### src/rtl/tps_pkg.sv
package tps_pkg;

    // grid, sampling and image limits
    localparam int GRID_MAX     = 32;
    localparam int SAMPLE_MAX   = 128;
    localparam int SAMPLE_SHIFT = $clog2(SAMPLE_MAX);
    localparam int IMG_DIM_MAX  = 4095;

    // shared unit widths
    localparam int DIV_W     = 12;
    localparam int DIVISOR_W = 6;
    localparam int MUL_W     = 12;

    localparam logic [31:0] HOLD_RESET = 32'd1000000;

    // event codes
    localparam logic [2:0] OP_LOAD  = 3'd0;
    localparam logic [2:0] OP_RESET = 3'd1;
    localparam logic [2:0] OP_STEP  = 3'd2;
    localparam logic [2:0] OP_PLAY  = 3'd3;
    localparam logic [2:0] OP_PAUSE = 3'd4;
    localparam logic [2:0] OP_TICK  = 3'd5;
    localparam logic [2:0] OP_FETCH = 3'd6;

    // playback modes
    localparam logic [2:0] MODE_IDLE     = 3'd0;
    localparam logic [2:0] MODE_READY    = 3'd1;
    localparam logic [2:0] MODE_PLAYING  = 3'd2;
    localparam logic [2:0] MODE_PAUSED   = 3'd3;
    localparam logic [2:0] MODE_COMPLETE = 3'd4;

    // status codes
    localparam logic [2:0] STAT_OK       = 3'd0;
    localparam logic [2:0] STAT_DECODE   = 3'd1;
    localparam logic [2:0] STAT_SMALL    = 3'd2;
    localparam logic [2:0] STAT_EMPTY    = 3'd3;
    localparam logic [2:0] STAT_DONE     = 3'd4;
    localparam logic [2:0] STAT_BAD_TILE = 3'd5;

    typedef struct packed {
        logic [2:0]  mode;
        logic [10:0] pos;
        logic [2:0]  status;
        logic        ok;
    } t_step;

    // clamp a signed grid request to 1..GRID_MAX
    function automatic logic [5:0] clamp_grid(input logic signed [7:0] v);
        logic [5:0] res;
        if (v < 8'sd1) begin
            res = 6'd1;
        end else if (v > 8'(GRID_MAX)) begin
            res = 6'(GRID_MAX);
        end else begin
            res = v[5:0];
        end
        return res;
    endfunction

    // advance one tile
    function automatic t_step do_step(input logic [2:0] mode, input logic [10:0] pos,
                                      input logic [10:0] total, input logic loaded);
        t_step       s;
        logic [10:0] nxt;
        s.mode   = mode;
        s.pos    = pos;
        s.status = STAT_OK;
        s.ok     = 1'b0;
        nxt      = pos + 11'd1;
        if (!loaded || total == 11'd0) begin
            s.status = STAT_EMPTY;
        end else if (pos >= total) begin
            s.mode   = MODE_COMPLETE;
            s.status = STAT_DONE;
        end else begin
            s.pos = nxt;
            s.ok  = 1'b1;
            if (nxt >= total) begin
                s.mode = MODE_COMPLETE;
            end else if (mode != MODE_PLAYING) begin
                s.mode = MODE_READY;
            end
        end
        return s;
    endfunction

endpackage

### src/rtl/tps_div.sv
module tps_div
    import tps_pkg::*;
#(
    parameter int DW = DIV_W,
    parameter int VW = DIVISOR_W
) (
    input  logic          i_clk,
    input  logic          i_rst_n,
    input  logic          i_start,
    input  logic [DW-1:0] i_dividend,
    input  logic [VW-1:0] i_divisor,
    output logic          o_done,
    output logic [DW-1:0] o_quotient,
    output logic [VW-1:0] o_remainder
);

    localparam int CW = $clog2(DW + 1);

    logic [DW-1:0] r_quo;
    logic [VW-1:0] r_rem;
    logic [VW-1:0] r_div;
    logic [CW-1:0] r_cnt;
    logic          r_busy;
    logic          r_done;

    logic [VW:0]   shifted;
    logic [VW:0]   diff;
    logic          fits;
    logic [VW-1:0] n_rem;

    // one restoring step per cycle
    always_comb begin
        shifted = {r_rem, r_quo[DW-1]};
        diff    = shifted - {1'b0, r_div};
        fits    = shifted >= {1'b0, r_div};
        n_rem   = fits ? diff[VW-1:0] : shifted[VW-1:0];
    end

    always_ff @(posedge i_clk) begin
        if (!i_rst_n) begin
            r_busy <= 1'b0;
            r_done <= 1'b0;
        end else begin
            r_done <= 1'b0;
            if (i_start) begin
                r_quo  <= i_dividend;
                r_rem  <= '0;
                r_div  <= i_divisor;
                r_cnt  <= CW'(DW);
                r_busy <= 1'b1;
            end else if (r_busy) begin
                r_rem <= n_rem;
                r_quo <= {r_quo[DW-2:0], fits};
                r_cnt <= r_cnt - CW'(1);
                if (r_cnt == CW'(1)) begin
                    r_busy <= 1'b0;
                    r_done <= 1'b1;
                end
            end
        end
    end

    assign o_done      = r_done;
    assign o_quotient  = r_quo;
    assign o_remainder = r_rem;

endmodule

### src/rtl/tps_mul.sv
module tps_mul
    import tps_pkg::*;
#(
    parameter int W = MUL_W
) (
    input  logic           i_clk,
    input  logic [W-1:0]   i_a,
    input  logic [W-1:0]   i_b,
    output logic [2*W-1:0] o_prod
);

    logic [2*W-1:0] r_prod;

    // registered product
    always_ff @(posedge i_clk) begin
        r_prod <= i_a * i_b;
    end

    assign o_prod = r_prod;

endmodule

### src/rtl/tile_playback_sequencer.sv
// Tile playback sequencer: steps through the tiles of an image grid and maps
// tile sample positions to source pixel addresses.
// Channels: an event input (valid/ready, one event per transfer), a result
// output (valid/ready, exactly one result per event) and a config write
// channel carrying the hold time, always ready and taken in any cycle.
// One event is processed at a time; ready drops for the whole event.
// Reset, step, play, pause and tick go from the execute state straight to the
// result hand-off; a good load adds two passes of the shared restoring
// divider and one of the shared registered multiplier; a good fetch adds
// one divider pass and five multiplier passes.
// A finished result sits in the output register; the next event is taken
// while it waits, but that event's result holds in the sequencer until the
// receiver drains the register, so a stalled receiver stalls the input.
// Synchronous active-low reset: idle mode, nothing loaded, hold time
// 1000000 us, no result pending. No clearing pass is needed.
module tile_playback_sequencer
    import tps_pkg::*;
(
    input  logic               i_clk,
    input  logic               i_rst_n,
    // configuration
    input  logic               i_cfg_valid,
    output logic               o_cfg_ready,
    input  logic [31:0]        i_cfg_hold_time,
    // events
    input  logic               i_in_valid,
    output logic               o_in_ready,
    input  logic [2:0]         i_op,
    input  logic               i_image_ok,
    input  logic [11:0]        i_image_width,
    input  logic [11:0]        i_image_height,
    input  logic signed [7:0]  i_grid_columns,
    input  logic signed [7:0]  i_grid_rows,
    input  logic [31:0]        i_delta_time,
    input  logic signed [11:0] i_tile_index,
    input  logic [6:0]         i_sample_x,
    input  logic [6:0]         i_sample_y,
    // results
    output logic               o_out_valid,
    input  logic               i_out_ready,
    output logic [2:0]         o_play_state,
    output logic [10:0]        o_current_tile,
    output logic [10:0]        o_tile_count,
    output logic [11:0]        o_tile_width_out,
    output logic [11:0]        o_tile_height_out,
    output logic [2:0]         o_status_code,
    output logic               o_accepted,
    output logic [23:0]        o_pixel_address,
    output logic [7:0]         o_sample_width,
    output logic [7:0]         o_sample_height
);

    localparam logic [3:0] S_IDLE = 4'd0;
    localparam logic [3:0] S_EXEC = 4'd1;
    localparam logic [3:0] S_LDW  = 4'd2;
    localparam logic [3:0] S_LDH  = 4'd3;
    localparam logic [3:0] S_LCHK = 4'd4;
    localparam logic [3:0] S_FDIV = 4'd5;
    localparam logic [3:0] S_FM1  = 4'd6;
    localparam logic [3:0] S_FM2  = 4'd7;
    localparam logic [3:0] S_FM3  = 4'd8;
    localparam logic [3:0] S_FM4  = 4'd9;
    localparam logic [3:0] S_FM5  = 4'd10;
    localparam logic [3:0] S_FM6  = 4'd11;
    localparam logic [3:0] S_DONE = 4'd12;

    logic [3:0]  r_state;
    logic [31:0] r_hold;

    // captured event
    logic [2:0]  r_op;
    logic        r_img_ok;
    logic [11:0] r_img_w;
    logic [11:0] r_img_h;
    logic [5:0]  r_clamp_c;
    logic [5:0]  r_clamp_r;
    logic [31:0] r_delta;
    logic [11:0] r_idx;
    logic [6:0]  r_sx;
    logic [6:0]  r_sy;

    // sequence state
    logic [2:0]  r_mode;
    logic [10:0] r_pos;
    logic [10:0] r_total;
    logic [5:0]  r_cols;
    logic [5:0]  r_rows;
    logic [11:0] r_tile_w;
    logic [11:0] r_tile_h;
    logic [11:0] r_src_w;
    logic [11:0] r_src_h;
    logic        r_loaded;
    logic [31:0] r_elapsed;

    // per-event results and fetch scratch
    logic [2:0]  r_status;
    logic        r_accepted;
    logic [23:0] r_addr;
    logic [7:0]  r_samp_w;
    logic [7:0]  r_samp_h;
    logic [5:0]  r_col;
    logic [11:0] r_row;
    logic [11:0] r_xoff;
    logic [11:0] r_yoff;
    logic [11:0] r_px;
    logic [11:0] r_py;

    // output register
    logic        r_out_valid;
    logic [2:0]  r_out_mode;
    logic [10:0] r_out_pos;
    logic [10:0] r_out_total;
    logic [11:0] r_out_tile_w;
    logic [11:0] r_out_tile_h;
    logic [2:0]  r_out_status;
    logic        r_out_accepted;
    logic [23:0] r_out_addr;
    logic [7:0]  r_out_samp_w;
    logic [7:0]  r_out_samp_h;

    // shared units
    logic                   div_start;
    logic [DIV_W-1:0]       div_dividend;
    logic [DIVISOR_W-1:0]   div_divisor;
    logic                   div_done;
    logic [DIV_W-1:0]       div_quo;
    logic [DIVISOR_W-1:0]   div_rem;
    logic [MUL_W-1:0]       mul_a;
    logic [MUL_W-1:0]       mul_b;
    logic [2*MUL_W-1:0]     mul_p;

    logic        load_good;
    logic        fetch_loaded;
    logic        fetch_idx_ok;
    logic        capped;
    logic [7:0]  samp_w;
    logic [7:0]  samp_h;
    logic [6:0]  sx_sat;
    logic [6:0]  sy_sat;
    logic [11:0] scaled;
    logic [32:0] tick_sum;
    logic [31:0] tick_sat;
    logic        tick_fire;
    t_step       step_res;

    tps_div #(
        .DW (DIV_W),
        .VW (DIVISOR_W)
    ) u_div (
        .i_clk       (i_clk),
        .i_rst_n     (i_rst_n),
        .i_start     (div_start),
        .i_dividend  (div_dividend),
        .i_divisor   (div_divisor),
        .o_done      (div_done),
        .o_quotient  (div_quo),
        .o_remainder (div_rem)
    );

    tps_mul #(
        .W (MUL_W)
    ) u_mul (
        .i_clk  (i_clk),
        .i_a    (mul_a),
        .i_b    (mul_b),
        .o_prod (mul_p)
    );

    // event checks, sampling geometry and tick arithmetic
    always_comb begin
        load_good = r_img_ok && (r_img_w != 12'd0) && (r_img_h != 12'd0) &&
                    (r_img_w <= 12'(IMG_DIM_MAX)) && (r_img_h <= 12'(IMG_DIM_MAX));
        fetch_loaded = r_loaded && (r_cols != 6'd0);
        fetch_idx_ok = !r_idx[11] && (r_idx[10:0] < r_total);
        capped = (r_tile_w > 12'(SAMPLE_MAX)) || (r_tile_h > 12'(SAMPLE_MAX));
        samp_w = capped ? 8'(SAMPLE_MAX) : r_tile_w[7:0];
        samp_h = capped ? 8'(SAMPLE_MAX) : r_tile_h[7:0];
        sx_sat = ({1'b0, r_sx} >= samp_w) ? 7'(samp_w - 8'd1) : r_sx;
        sy_sat = ({1'b0, r_sy} >= samp_h) ? 7'(samp_h - 8'd1) : r_sy;
        scaled = 12'(mul_p >> SAMPLE_SHIFT);
        tick_sum  = {1'b0, r_elapsed} + {1'b0, r_delta};
        tick_sat  = tick_sum[32] ? 32'hFFFF_FFFF : tick_sum[31:0];
        tick_fire = tick_sat >= r_hold;
        step_res  = do_step(r_mode, r_pos, r_total, r_loaded);
    end

    // divider operand select
    always_comb begin
        div_start    = 1'b0;
        div_dividend = r_img_w;
        div_divisor  = r_clamp_c;
        case (r_state)
            S_EXEC: begin
                if (r_op == OP_LOAD && load_good) begin
                    div_start = 1'b1;
                end else if (r_op == OP_FETCH && fetch_loaded && fetch_idx_ok) begin
                    div_start    = 1'b1;
                    div_dividend = r_idx;
                    div_divisor  = r_cols;
                end
            end
            S_LDW: begin
                div_dividend = r_img_h;
                div_divisor  = r_rows;
                div_start    = div_done;
            end
            default: begin
                div_start = 1'b0;
            end
        endcase
    end

    // multiplier operands; product read in the next state (LDW, FDIV: same)
    always_comb begin
        mul_a = '0;
        mul_b = '0;
        case (r_state)
            S_LDW: begin
                mul_a = {6'd0, r_cols};
                mul_b = {6'd0, r_rows};
            end
            S_FDIV: begin
                mul_a = {5'd0, sx_sat};
                mul_b = r_tile_w;
            end
            S_FM1: begin
                mul_a = {5'd0, sy_sat};
                mul_b = r_tile_h;
            end
            S_FM2: begin
                mul_a = {6'd0, r_col};
                mul_b = r_tile_w;
            end
            S_FM3: begin
                mul_a = r_row;
                mul_b = r_tile_h;
            end
            S_FM5: begin
                mul_a = r_py;
                mul_b = r_src_w;
            end
            default: begin
                mul_a = '0;
            end
        endcase
    end

    // sequencer
    always_ff @(posedge i_clk) begin
        if (!i_rst_n) begin
            r_state     <= S_IDLE;
            r_hold      <= HOLD_RESET;
            r_mode      <= MODE_IDLE;
            r_pos       <= '0;
            r_total     <= '0;
            r_cols      <= '0;
            r_rows      <= '0;
            r_tile_w    <= '0;
            r_tile_h    <= '0;
            r_src_w     <= '0;
            r_src_h     <= '0;
            r_loaded    <= 1'b0;
            r_elapsed   <= '0;
            r_out_valid <= 1'b0;
        end else begin
            if (i_cfg_valid) begin
                r_hold <= i_cfg_hold_time;
            end
            if (r_out_valid && i_out_ready) begin
                r_out_valid <= 1'b0;
            end

            case (r_state)
                S_IDLE: begin
                    if (i_in_valid) begin
                        r_op      <= i_op;
                        r_img_ok  <= i_image_ok;
                        r_img_w   <= i_image_width;
                        r_img_h   <= i_image_height;
                        r_clamp_c <= clamp_grid(i_grid_columns);
                        r_clamp_r <= clamp_grid(i_grid_rows);
                        r_delta   <= i_delta_time;
                        r_idx     <= i_tile_index;
                        r_sx      <= i_sample_x;
                        r_sy      <= i_sample_y;
                        r_state   <= S_EXEC;
                    end
                end

                S_EXEC: begin
                    r_status   <= STAT_OK;
                    r_accepted <= 1'b0;
                    r_addr     <= '0;
                    r_samp_w   <= '0;
                    r_samp_h   <= '0;
                    r_state    <= S_DONE;
                    case (r_op)
                        OP_LOAD: begin
                            r_mode    <= MODE_IDLE;
                            r_pos     <= '0;
                            r_total   <= '0;
                            r_cols    <= '0;
                            r_rows    <= '0;
                            r_tile_w  <= '0;
                            r_tile_h  <= '0;
                            r_src_w   <= '0;
                            r_src_h   <= '0;
                            r_loaded  <= 1'b0;
                            r_elapsed <= '0;
                            if (!load_good) begin
                                r_status <= STAT_DECODE;
                            end else begin
                                r_cols  <= r_clamp_c;
                                r_rows  <= r_clamp_r;
                                r_state <= S_LDW;
                            end
                        end
                        OP_RESET: begin
                            if (r_loaded) begin
                                r_pos  <= '0;
                                r_mode <= MODE_READY;
                            end else begin
                                r_mode   <= MODE_IDLE;
                                r_pos    <= '0;
                                r_total  <= '0;
                                r_cols   <= '0;
                                r_rows   <= '0;
                                r_tile_w <= '0;
                                r_tile_h <= '0;
                                r_src_w  <= '0;
                                r_src_h  <= '0;
                            end
                            r_elapsed <= '0;
                        end
                        OP_STEP: begin
                            r_mode     <= step_res.mode;
                            r_pos      <= step_res.pos;
                            r_status   <= step_res.status;
                            r_accepted <= step_res.ok;
                        end
                        OP_PLAY: begin
                            if (!r_loaded) begin
                                r_status <= STAT_EMPTY;
                            end else begin
                                if (r_mode == MODE_COMPLETE) begin
                                    r_pos <= '0;
                                end
                                r_mode    <= MODE_PLAYING;
                                r_elapsed <= '0;
                            end
                        end
                        OP_PAUSE: begin
                            if (r_mode == MODE_PLAYING) begin
                                r_mode <= MODE_PAUSED;
                            end
                        end
                        OP_TICK: begin
                            if (r_mode == MODE_PLAYING) begin
                                if (tick_fire) begin
                                    r_elapsed <= '0;
                                    r_mode    <= step_res.mode;
                                    r_pos     <= step_res.pos;
                                    r_status  <= step_res.status;
                                end else begin
                                    r_elapsed <= tick_sat;
                                end
                            end
                        end
                        OP_FETCH: begin
                            if (!fetch_loaded) begin
                                r_status <= STAT_EMPTY;
                            end else if (!fetch_idx_ok) begin
                                r_status <= STAT_BAD_TILE;
                            end else begin
                                r_state <= S_FDIV;
                            end
                        end
                        default: begin
                            r_status <= STAT_OK;
                        end
                    endcase
                end

                // load: tile width, tile count, then tile height
                S_LDW: begin
                    if (div_done) begin
                        r_tile_w <= div_quo;
                        r_total  <= mul_p[10:0];
                        r_state  <= S_LDH;
                    end
                end

                S_LDH: begin
                    if (div_done) begin
                        r_tile_h <= div_quo;
                        r_state  <= S_LCHK;
                    end
                end

                S_LCHK: begin
                    if (r_tile_w == 12'd0 || r_tile_h == 12'd0) begin
                        r_status <= STAT_SMALL;
                    end else begin
                        r_src_w    <= r_img_w;
                        r_src_h    <= r_img_h;
                        r_loaded   <= 1'b1;
                        r_mode     <= MODE_READY;
                        r_accepted <= 1'b1;
                    end
                    r_state <= S_DONE;
                end

                // fetch: tile row and column, then offsets and address
                S_FDIV: begin
                    if (div_done) begin
                        r_col   <= div_rem;
                        r_row   <= div_quo;
                        r_xoff  <= capped ? scaled : {5'd0, sx_sat};
                        r_state <= S_FM1;
                    end
                end

                S_FM1: begin
                    r_state <= S_FM2;
                end

                S_FM2: begin
                    r_yoff  <= capped ? scaled : {5'd0, sy_sat};
                    r_state <= S_FM3;
                end

                S_FM3: begin
                    r_px    <= mul_p[11:0] + r_xoff;
                    r_state <= S_FM4;
                end

                S_FM4: begin
                    r_py    <= mul_p[11:0] + r_yoff;
                    r_state <= S_FM5;
                end

                S_FM5: begin
                    r_state <= S_FM6;
                end

                S_FM6: begin
                    r_addr     <= mul_p + {12'd0, r_px};
                    r_accepted <= 1'b1;
                    r_samp_w   <= samp_w;
                    r_samp_h   <= samp_h;
                    r_state    <= S_DONE;
                end

                // hand the result to the output register once it is free
                S_DONE: begin
                    if (!r_out_valid || i_out_ready) begin
                        r_out_valid    <= 1'b1;
                        r_out_mode     <= r_mode;
                        r_out_pos      <= r_pos;
                        r_out_total    <= r_total;
                        r_out_tile_w   <= r_tile_w;
                        r_out_tile_h   <= r_tile_h;
                        r_out_status   <= r_status;
                        r_out_accepted <= r_accepted;
                        r_out_addr     <= r_addr;
                        r_out_samp_w   <= r_samp_w;
                        r_out_samp_h   <= r_samp_h;
                        r_state        <= S_IDLE;
                    end
                end

                default: begin
                    r_state <= S_IDLE;
                end
            endcase
        end
    end

    assign o_cfg_ready       = 1'b1;
    assign o_in_ready        = (r_state == S_IDLE);
    assign o_out_valid       = r_out_valid;
    assign o_play_state      = r_out_mode;
    assign o_current_tile    = r_out_pos;
    assign o_tile_count      = r_out_total;
    assign o_tile_width_out  = r_out_tile_w;
    assign o_tile_height_out = r_out_tile_h;
    assign o_status_code     = r_out_status;
    assign o_accepted        = r_out_accepted;
    assign o_pixel_address   = r_out_addr;
    assign o_sample_width    = r_out_samp_w;
    assign o_sample_height   = r_out_samp_h;

endmodule

### config.mk
export PLATFORM = sky130hd
export DESIGN_NAME = tile_playback_sequencer
export DESIGN_NICKNAME = d
export VERILOG_FILES = /design/src/rtl/tps_pkg.sv /design/src/rtl/tps_div.sv /design/src/rtl/tps_mul.sv /design/src/rtl/tile_playback_sequencer.sv
export SDC_FILE = /design/constraint.sdc
export NUM_CORES = 1
export LEC_CHECK = 0
export BUFFER_PORTS_ARGS = -buffer_cell sky130_fd_sc_hd__buf_2
export CAP_MARGIN = 10
export CORE_MARGIN = 4
export CORE_UTILIZATION = 45
export DETAILED_ROUTE_END_ITERATION = 10
export GPL_ROUTABILITY_DRIVEN = 0
export GPL_TIMING_DRIVEN = 0
export PLACE_DENSITY = 0.65
export SLEW_MARGIN = 15
export SYNTH_ARGS = -nofsm -noshare
export SYNTH_HDL_FRONTEND = slang
export SYNTH_SLANG_ARGS = --single-unit
### constraint.sdc
create_clock -name i_clk -period 9.34 [get_ports i_clk]
set_clock_uncertainty 0.2 [all_clocks]
set_input_delay 0.467 -clock i_clk [delete_from_list [all_inputs] [get_ports i_clk]]
set_output_delay 0.467 -clock i_clk [all_outputs]
set_load 0.02 [all_outputs]
==> results_dict.tcl, run 1 <==
set metrics [dict create \
    start_kind "register" \
    syn_area_mm2 0.0288 \
    fin_cells 4117 \
    fin_crit_sh_pct 97.4 \
    n_antenna_cell 0 \
    antenna_found_initial 1 \
    via_per_inst 5.64 \
    drt_iter0_drc 2061 \
    whs_ns 0.0302 \
    clkLatencyLatePin_ns 0.61 \
    final_antenna_net_count 0 \
    avgSynthCellArea_um2 10.3 \
    hold_violations 0 \
    crit_path_end_kind "register" \
    grt_max_degree 39 \
    routed_wl_mm 84.8 \
    wire_per_inst_um 20.6 \
    crit_top_cell "fa_1" \
    wl_met1_mm 33.5 \
    final_util_pct 54.9 \
    rows 92 \
    cts_inserted_buffers 53 \
    track_usage_pct 24.5 \
    cts_buffer_depth 3 \
    max_slew_margin_pct 18.1 \
    cts_tree "yes" \
    cts_sinks 498 \
    synthToLayoutAreaGrowth_pct 20.5 \
    cp_data_required_time_ns 9.63 \
    cp_slowest_stage_delay_ns 0.55 \
    worst-setup-path-type "reg -> reg" \
    arrival_ns 9.38 \
    synth_cell_types 82 \
    topRoutingLayerUsed "met5" \
    first_global_vias 23471 \
    cts-root-buf "clkbuf_16" \
    slew_viol_final 0 \
    io_pins 235 \
    wl_met2_mm 41.4 \
    synth_fp_nets 3246 \
    p_leak_nw 14.4 \
    core_area_mm2 0.0632 \
    hold_class "in -> reg" \
    setup_viol 0 \
    maxCapViolCount 0 \
    layout.nets 3689 \
    synth_edf_count 329 \
    syn_inst 2785 \
    critical_path.max_fanout 6 \
    setup_tns_ns 0 \
    ir_drop_uv 144 \
    dieArea_mm2 0.0681 \
    grt_pass1_wl_mm 131 \
    fmax_ghz 0.110 \
    clk_pin_slew_ns 0.07 \
    yosysWarnings 0 \
    postPlaceCellArea_mm2 0.0313 \
    grt_overflow 0 \
    hpwl_mm 64.4 \
    dr.pass1.iters 6 \
    die_height_um 261 \
    synth_seq_cells 498 \
    synthArstFlopShare_pct 0 \
    cts-htree-levels 2 \
    status "completed" \
    dp_cells 3876 \
    drive_gt1_share_pct 13.3 \
    power.density_mw_per_mm2 168 \
    initial_core_util_pct 45.6 \
    ys_seq_area_share_pct 46.0 \
    fin_area_mm2 0.0347 \
    period_minus_slack_ns 9.10 \
    routed-wl-met3_mm 5.49 \
    vias 23225 \
    worstMarginPinSlew_ns 1.22 \
    drc_errors 0 \
    portBuffers 232 \
    slowest_stage "fa_1" \
    die_w_um 261 \
    synth-main-ff-cell "edfxtp_1" \
]
==> cells in the mapped netlist (all sizes together), types with 6 or more instances <==
cell type | count | area, um^2
edfxtp | 329 | 9880
nand2 | 294 | 1100
inv | 253 | 950
ha | 217 | 2720
nor2 | 211 | 792
a21oi | 183 | 916
dfxtp | 169 | 3380
fa | 105 | 2100
nand3 | 102 | 510
clkbuf | 86 | 323
o21ai | 83 | 415
xnor2 | 47 | 412
mux2i | 46 | 460
a21o | 45 | 338
and2 | 45 | 282
a22o | 44 | 385
nor3 | 43 | 215
a22oi | 39 | 293
and3 | 37 | 231
xor2 | 36 | 315
nand2b | 34 | 213
nand4 | 30 | 188
nor2b | 22 | 138
nor4 | 21 | 146
o211ai | 20 | 150
o21a | 20 | 150
buf | 18 | 124
a21boi | 17 | 128
or3 | 17 | 106
a211oi | 15 | 113
o31ai | 13 | 97.6
a31oi | 12 | 75.1
or2 | 12 | 75.1
a211o | 10 | 87.6
a222oi | 10 | 100
and4 | 8 | 70.1
o21bai | 7 | 52.6
a2111oi | 6 | 58.8
nor3b | 6 | 45.0
==> worst paths after layout <==
check                    start                 end  depth (start not counted)  slack [ns]
max                r_tile_w[0]    u_mul.o_prod[23]                         33        0.24
min reg2reg        r_samp_h[5]  o_sample_height[5]                          0        0.21
max reg2reg        r_tile_w[0]    u_mul.o_prod[23]                         33        0.24
min          i_grid_columns[4]        r_clamp_c[4]                          2        0.03
==> layout make-up <==
class / instances / area, um^2
fill: 5396 / 28500
multi-input combinational: 1929 / 14400
sequential: 498 / 13300
timing repair buffer: 389 / 2770
clock buffer: 76 / 1530
tap: 846 / 1060
inverter: 254 / 953
buffer: 103 / 465
clock inverter: 22 / 240
==> power breakdown <==
group          leakage [nW]  internal, mW  switching (mW)
logic                  9.16         0.376           0.664
registers              4.39          2.54          0.0932
clock network         0.867          1.25           0.904
total                  14.4          4.17            1.66
==> routing by layer <==
layer	vias up	global-route usage [%]
met1	11141	30.3
met2	991	42.4
met5	-	0
met3	265	3.61
li1	10826	-
met4	2	11.0
==> state kept, by name, indices dropped and copies added, names as in the netlist, 24 cells and up <==
| register | flops |
|---|---|
| o_pixel_address | 24 |
| r_elapsed | 32 |
| r_delta | 32 |
| r_addr | 24 |
| u_mul.o_prod | 24 |
| r_hold | 32 |
==> cells by family after synthesis <==
group                    after synthesis  share of synthesized area (%)
AO/OA/AOI/OAI                        570                           13.2
other                                  1                         0.0130
flip-flops                           498                           46.0
AND/OR/NAND/NOR                      902                           14.9
multiplexers                          51                           1.79
buffers and inverters                358                           4.86
XOR/XNOR                              83                           2.52
adder cells (fa/ha/maj)              322                           16.7
==> critical path: cells and delay by family (launching register included) <==
family / cells / cell delay [ns]
adders and majority gates: 7 / 3.07
AOI/OAI and AO/OA: 9 / 2.07
and+or+nand+nor: 7 / 1.84
buffers and inverters: 8 / 0.96
DFF: 1 / 0.37
muxes: 1 / 0.30
xor gates and xnor gates: 1 / 0.13
==> repair_timing <==
item | in CTS | in global routing
buffers inserted | 14 | 7
resized for setup | 25 | 41
cloned | 0 | 0
pin swaps | 12 | 24
endpoints found under the hold margin | 123 | 0
setup endpoints to repair | 11 | 9
hold buffers | 123 | 0
==> stage by stage <==
step                setup WS, ns  total power [mW]
global route             -0.0620              6.05
CTS                       0.0353              5.80
detailed placement        -0.940              3.61
global placement          -0.914              3.56
floorplan                  0.463              3.25
finish                     0.245              5.83
==> placed cells by master (no fill, tap or decap), types with 31 or more instances in the layout <==
cell | netlist | final
dlygate4sd3_1 | 0 | 123
and2_1 | 44 | 44
fa_1 | 105 | 104
a22oi_1 | 39 | 39
a22o_1 | 44 | 44
nand2b_1 | 34 | 34
o21ai_0 | 82 | 79
xor2_1 | 36 | 36
dfxtp_1 | 169 | 165
nand2_1 | 294 | 293
inv_1 | 253 | 252
a21oi_1 | 183 | 178
edfxtp_1 | 329 | 329
clkbuf_1 | 86 | 97
buf_2 | 3 | 233
and3_1 | 37 | 36
buf_4 | 4 | 31
nor3_1 | 43 | 35
clkbuf_16 | 0 | 55
a21o_1 | 45 | 45
ha_1 | 217 | 211
nand3_1 | 102 | 101
mux2i_1 | 46 | 42
nor2_1 | 211 | 209
xnor2_1 | 47 | 47
Power figures use the tool's default switching activity.
==> run 2: changes to the inputs <==
--- a/config.mk
+++ b/config.mk
@@ -9,6 +9,7 @@
 export CAP_MARGIN = 10
 export CORE_MARGIN = 4
 export CORE_UTILIZATION = 45
+export CTS_BUF_LIST = sky130_fd_sc_hd__clkbuf_4 sky130_fd_sc_hd__clkbuf_8 sky130_fd_sc_hd__clkbuf_16
 export DETAILED_ROUTE_END_ITERATION = 10
 export GPL_ROUTABILITY_DRIVEN = 0
 export GPL_TIMING_DRIVEN = 0
==> run 2 against run 1 <==
  * Via count fell by 0.31%
  * Power rose by 0.61%
  * Largest cell class unchanged
  * First-iteration DRC count fell by 2.6%
  * Clock power rose by 2%
  * Design area rose by 0.15%
  * Highest routed layer unchanged
  * Largest power group unchanged
  * Non-clock buffer count did not move
  * Routed wire length barely moved
  * Worst setup slack improved by 0.0039 ns
==> results_dict.tcl, run 2 (same netlist as run 1, synthesis figures left out) <==
set metrics [dict create \
    core_area_mm2 0.0632 \
    drive_gt1_share_pct 13.7 \
    clk_pin_slew_ns 0.06 \
    crit_top_cell "fa_1" \
    cts_buffer_depth 3 \
    final_antenna_net_count 0 \
    dieArea_mm2 0.0681 \
    synthToLayoutAreaGrowth_pct 20.7 \
    fin_cells 4117 \
    final_common_cell "edfxtp_1" \
    io_pins 235 \
    multi_input_area_mm2 0.0144 \
    start_kind "register" \
    cp_data_required_time_ns 9.62 \
    drc_errors 0 \
    hold_violations 0 \
    final_util_pct 55.0 \
    antenna_found_initial 1 \
    fill_cells 5381 \
    drt_iter0_drc 2007 \
    cts_tree "yes" \
    layout.nets 3689 \
    slew_viol_final 0 \
    hpwl_mm 64.4 \
    period_minus_slack_ns 9.09 \
    portBuffers 232 \
    routed_wl_mm 84.9 \
    postPlaceCellArea_mm2 0.0313 \
    most-common-layout-cells "edfxtp_1 (329), nand2_1 (293), inv_1 (252), buf_2 (233), ha_1 (211)" \
    ir_drop_uv 144 \
    crit_path_end_kind "register" \
    rows 92 \
    dp_cells 3876 \
    dr.pass1.iters 8 \
    critical_path.max_fanout 6 \
    p_leak_nw 14.5 \
    worstMarginPinSlew_ns 1.18 \
    cp_num_buf_inv 8 \
    max_slew_margin_pct 20.7 \
    die_height_um 261 \
    first_global_vias 23488 \
    largestRegisters "r_delta (32), r_elapsed (32), r_hold (32)" \
    fin_area_mm2 0.0348 \
    setup_viol 0 \
    arrival_ns 9.37 \
    n_antenna_cell 0 \
    critPathTopFamily "adder cells" \
    maxCapViolCount 0 \
    grt_overflow 0 \
    worst-setup-path-type "reg -> reg" \
    cts_sinks 498 \
    slowest_stage "fa_1" \
    power.density_mw_per_mm2 169 \
    grt_max_degree 39 \
    die_w_um 261 \
    cp_slowest_stage_delay_ns 0.55 \
    cts_inserted_buffers 53 \
    vias 23152 \
    grt_pass1_wl_mm 131 \
    fin_crit_sh_pct 97.3 \
    status "completed" \
    track_usage_pct 24.5 \
    via_per_inst 5.62 \
    clkLatencyLatePin_ns 0.61 \
    setup_tns_ns 0 \
    wire_per_inst_um 20.6 \
    cts-htree-levels 2 \
    seqCellArea_mm2 0.0133 \
    hold_class "in -> reg" \
    cts-root-buf "clkbuf_16" \
    fmax_ghz 0.110 \
    initial_core_util_pct 45.6 \
]
## run 2: cell count changes in the layout (fill, tap and decap cells not counted)
cell,before,now
clkbuf_4,0,14
clkbuf_1,97,83
## run 2: path summary, 6_finish.rpt
check                    start                  to  slack, ns  cells after the start
max                r_tile_w[0]    u_mul.o_prod[23]       0.25                     33
min          i_grid_columns[4]        r_clamp_c[4]       0.03                      2
max reg2reg        r_tile_w[0]    u_mul.o_prod[23]       0.25                     33
min reg2reg        r_samp_h[5]  o_sample_height[5]       0.21                      0
## run 2: per-stage QoR
stage | total power, mW | hold slack (ns) | worst slack, ns
4_1_cts | 5.84 | 0.00390 | 0.0358
5_1_grt | 6.09 | 0.0160 | -0.0661
3_3_place_gp | 3.56 | 0.202 | -0.914
3_5_place_dp | 3.61 | 0.205 | -0.940
6_report | 5.86 | 0.0298 | 0.249
2_1_floorplan | 3.25 | 0.200 | 0.463
## run 2: cell type report
class                           count  area share (%)
Tap cell                          846            3.04
Inverter                          254            2.74
Clock buffer                       76            4.54
Multi-Input combinational cell   1929            41.5
Buffer                            103            1.34
Clock inverter                     22           0.691
Timing Repair Buffer              389            7.96
Sequential cell                   498            38.2
## run 2: what timing repair did
| action | CTS | global route |
|---|---|---|
| hold buffers | 123 | 0 |
| cloned | 0 | 0 |
| endpoints found under the setup margin | 11 | 9 |
| hold endpoints to repair | 123 | 0 |
| buffers inserted | 14 | 7 |
| gates resized for setup | 25 | 41 |
| pin swaps | 12 | 24 |
## run 2: power by group
part           internal, mW  total, mW  switching (mW)
Sequential             2.54       2.63          0.0924
Clock                  1.29       2.19           0.899
Combinational         0.377       1.04           0.665
Total                  4.21       5.86            1.66
## run 2: metal layers
layer	wire length (um)	part of all wire, %	vias up	global-route usage, %
li1	-	-	10825	-
met1	33300	39	11086	30.3
met2	41400	49	976	42.5
met3	5790	6.8	263	3.65
met4	4400	5.2	2	10.9
met5	13	0.015	-	0
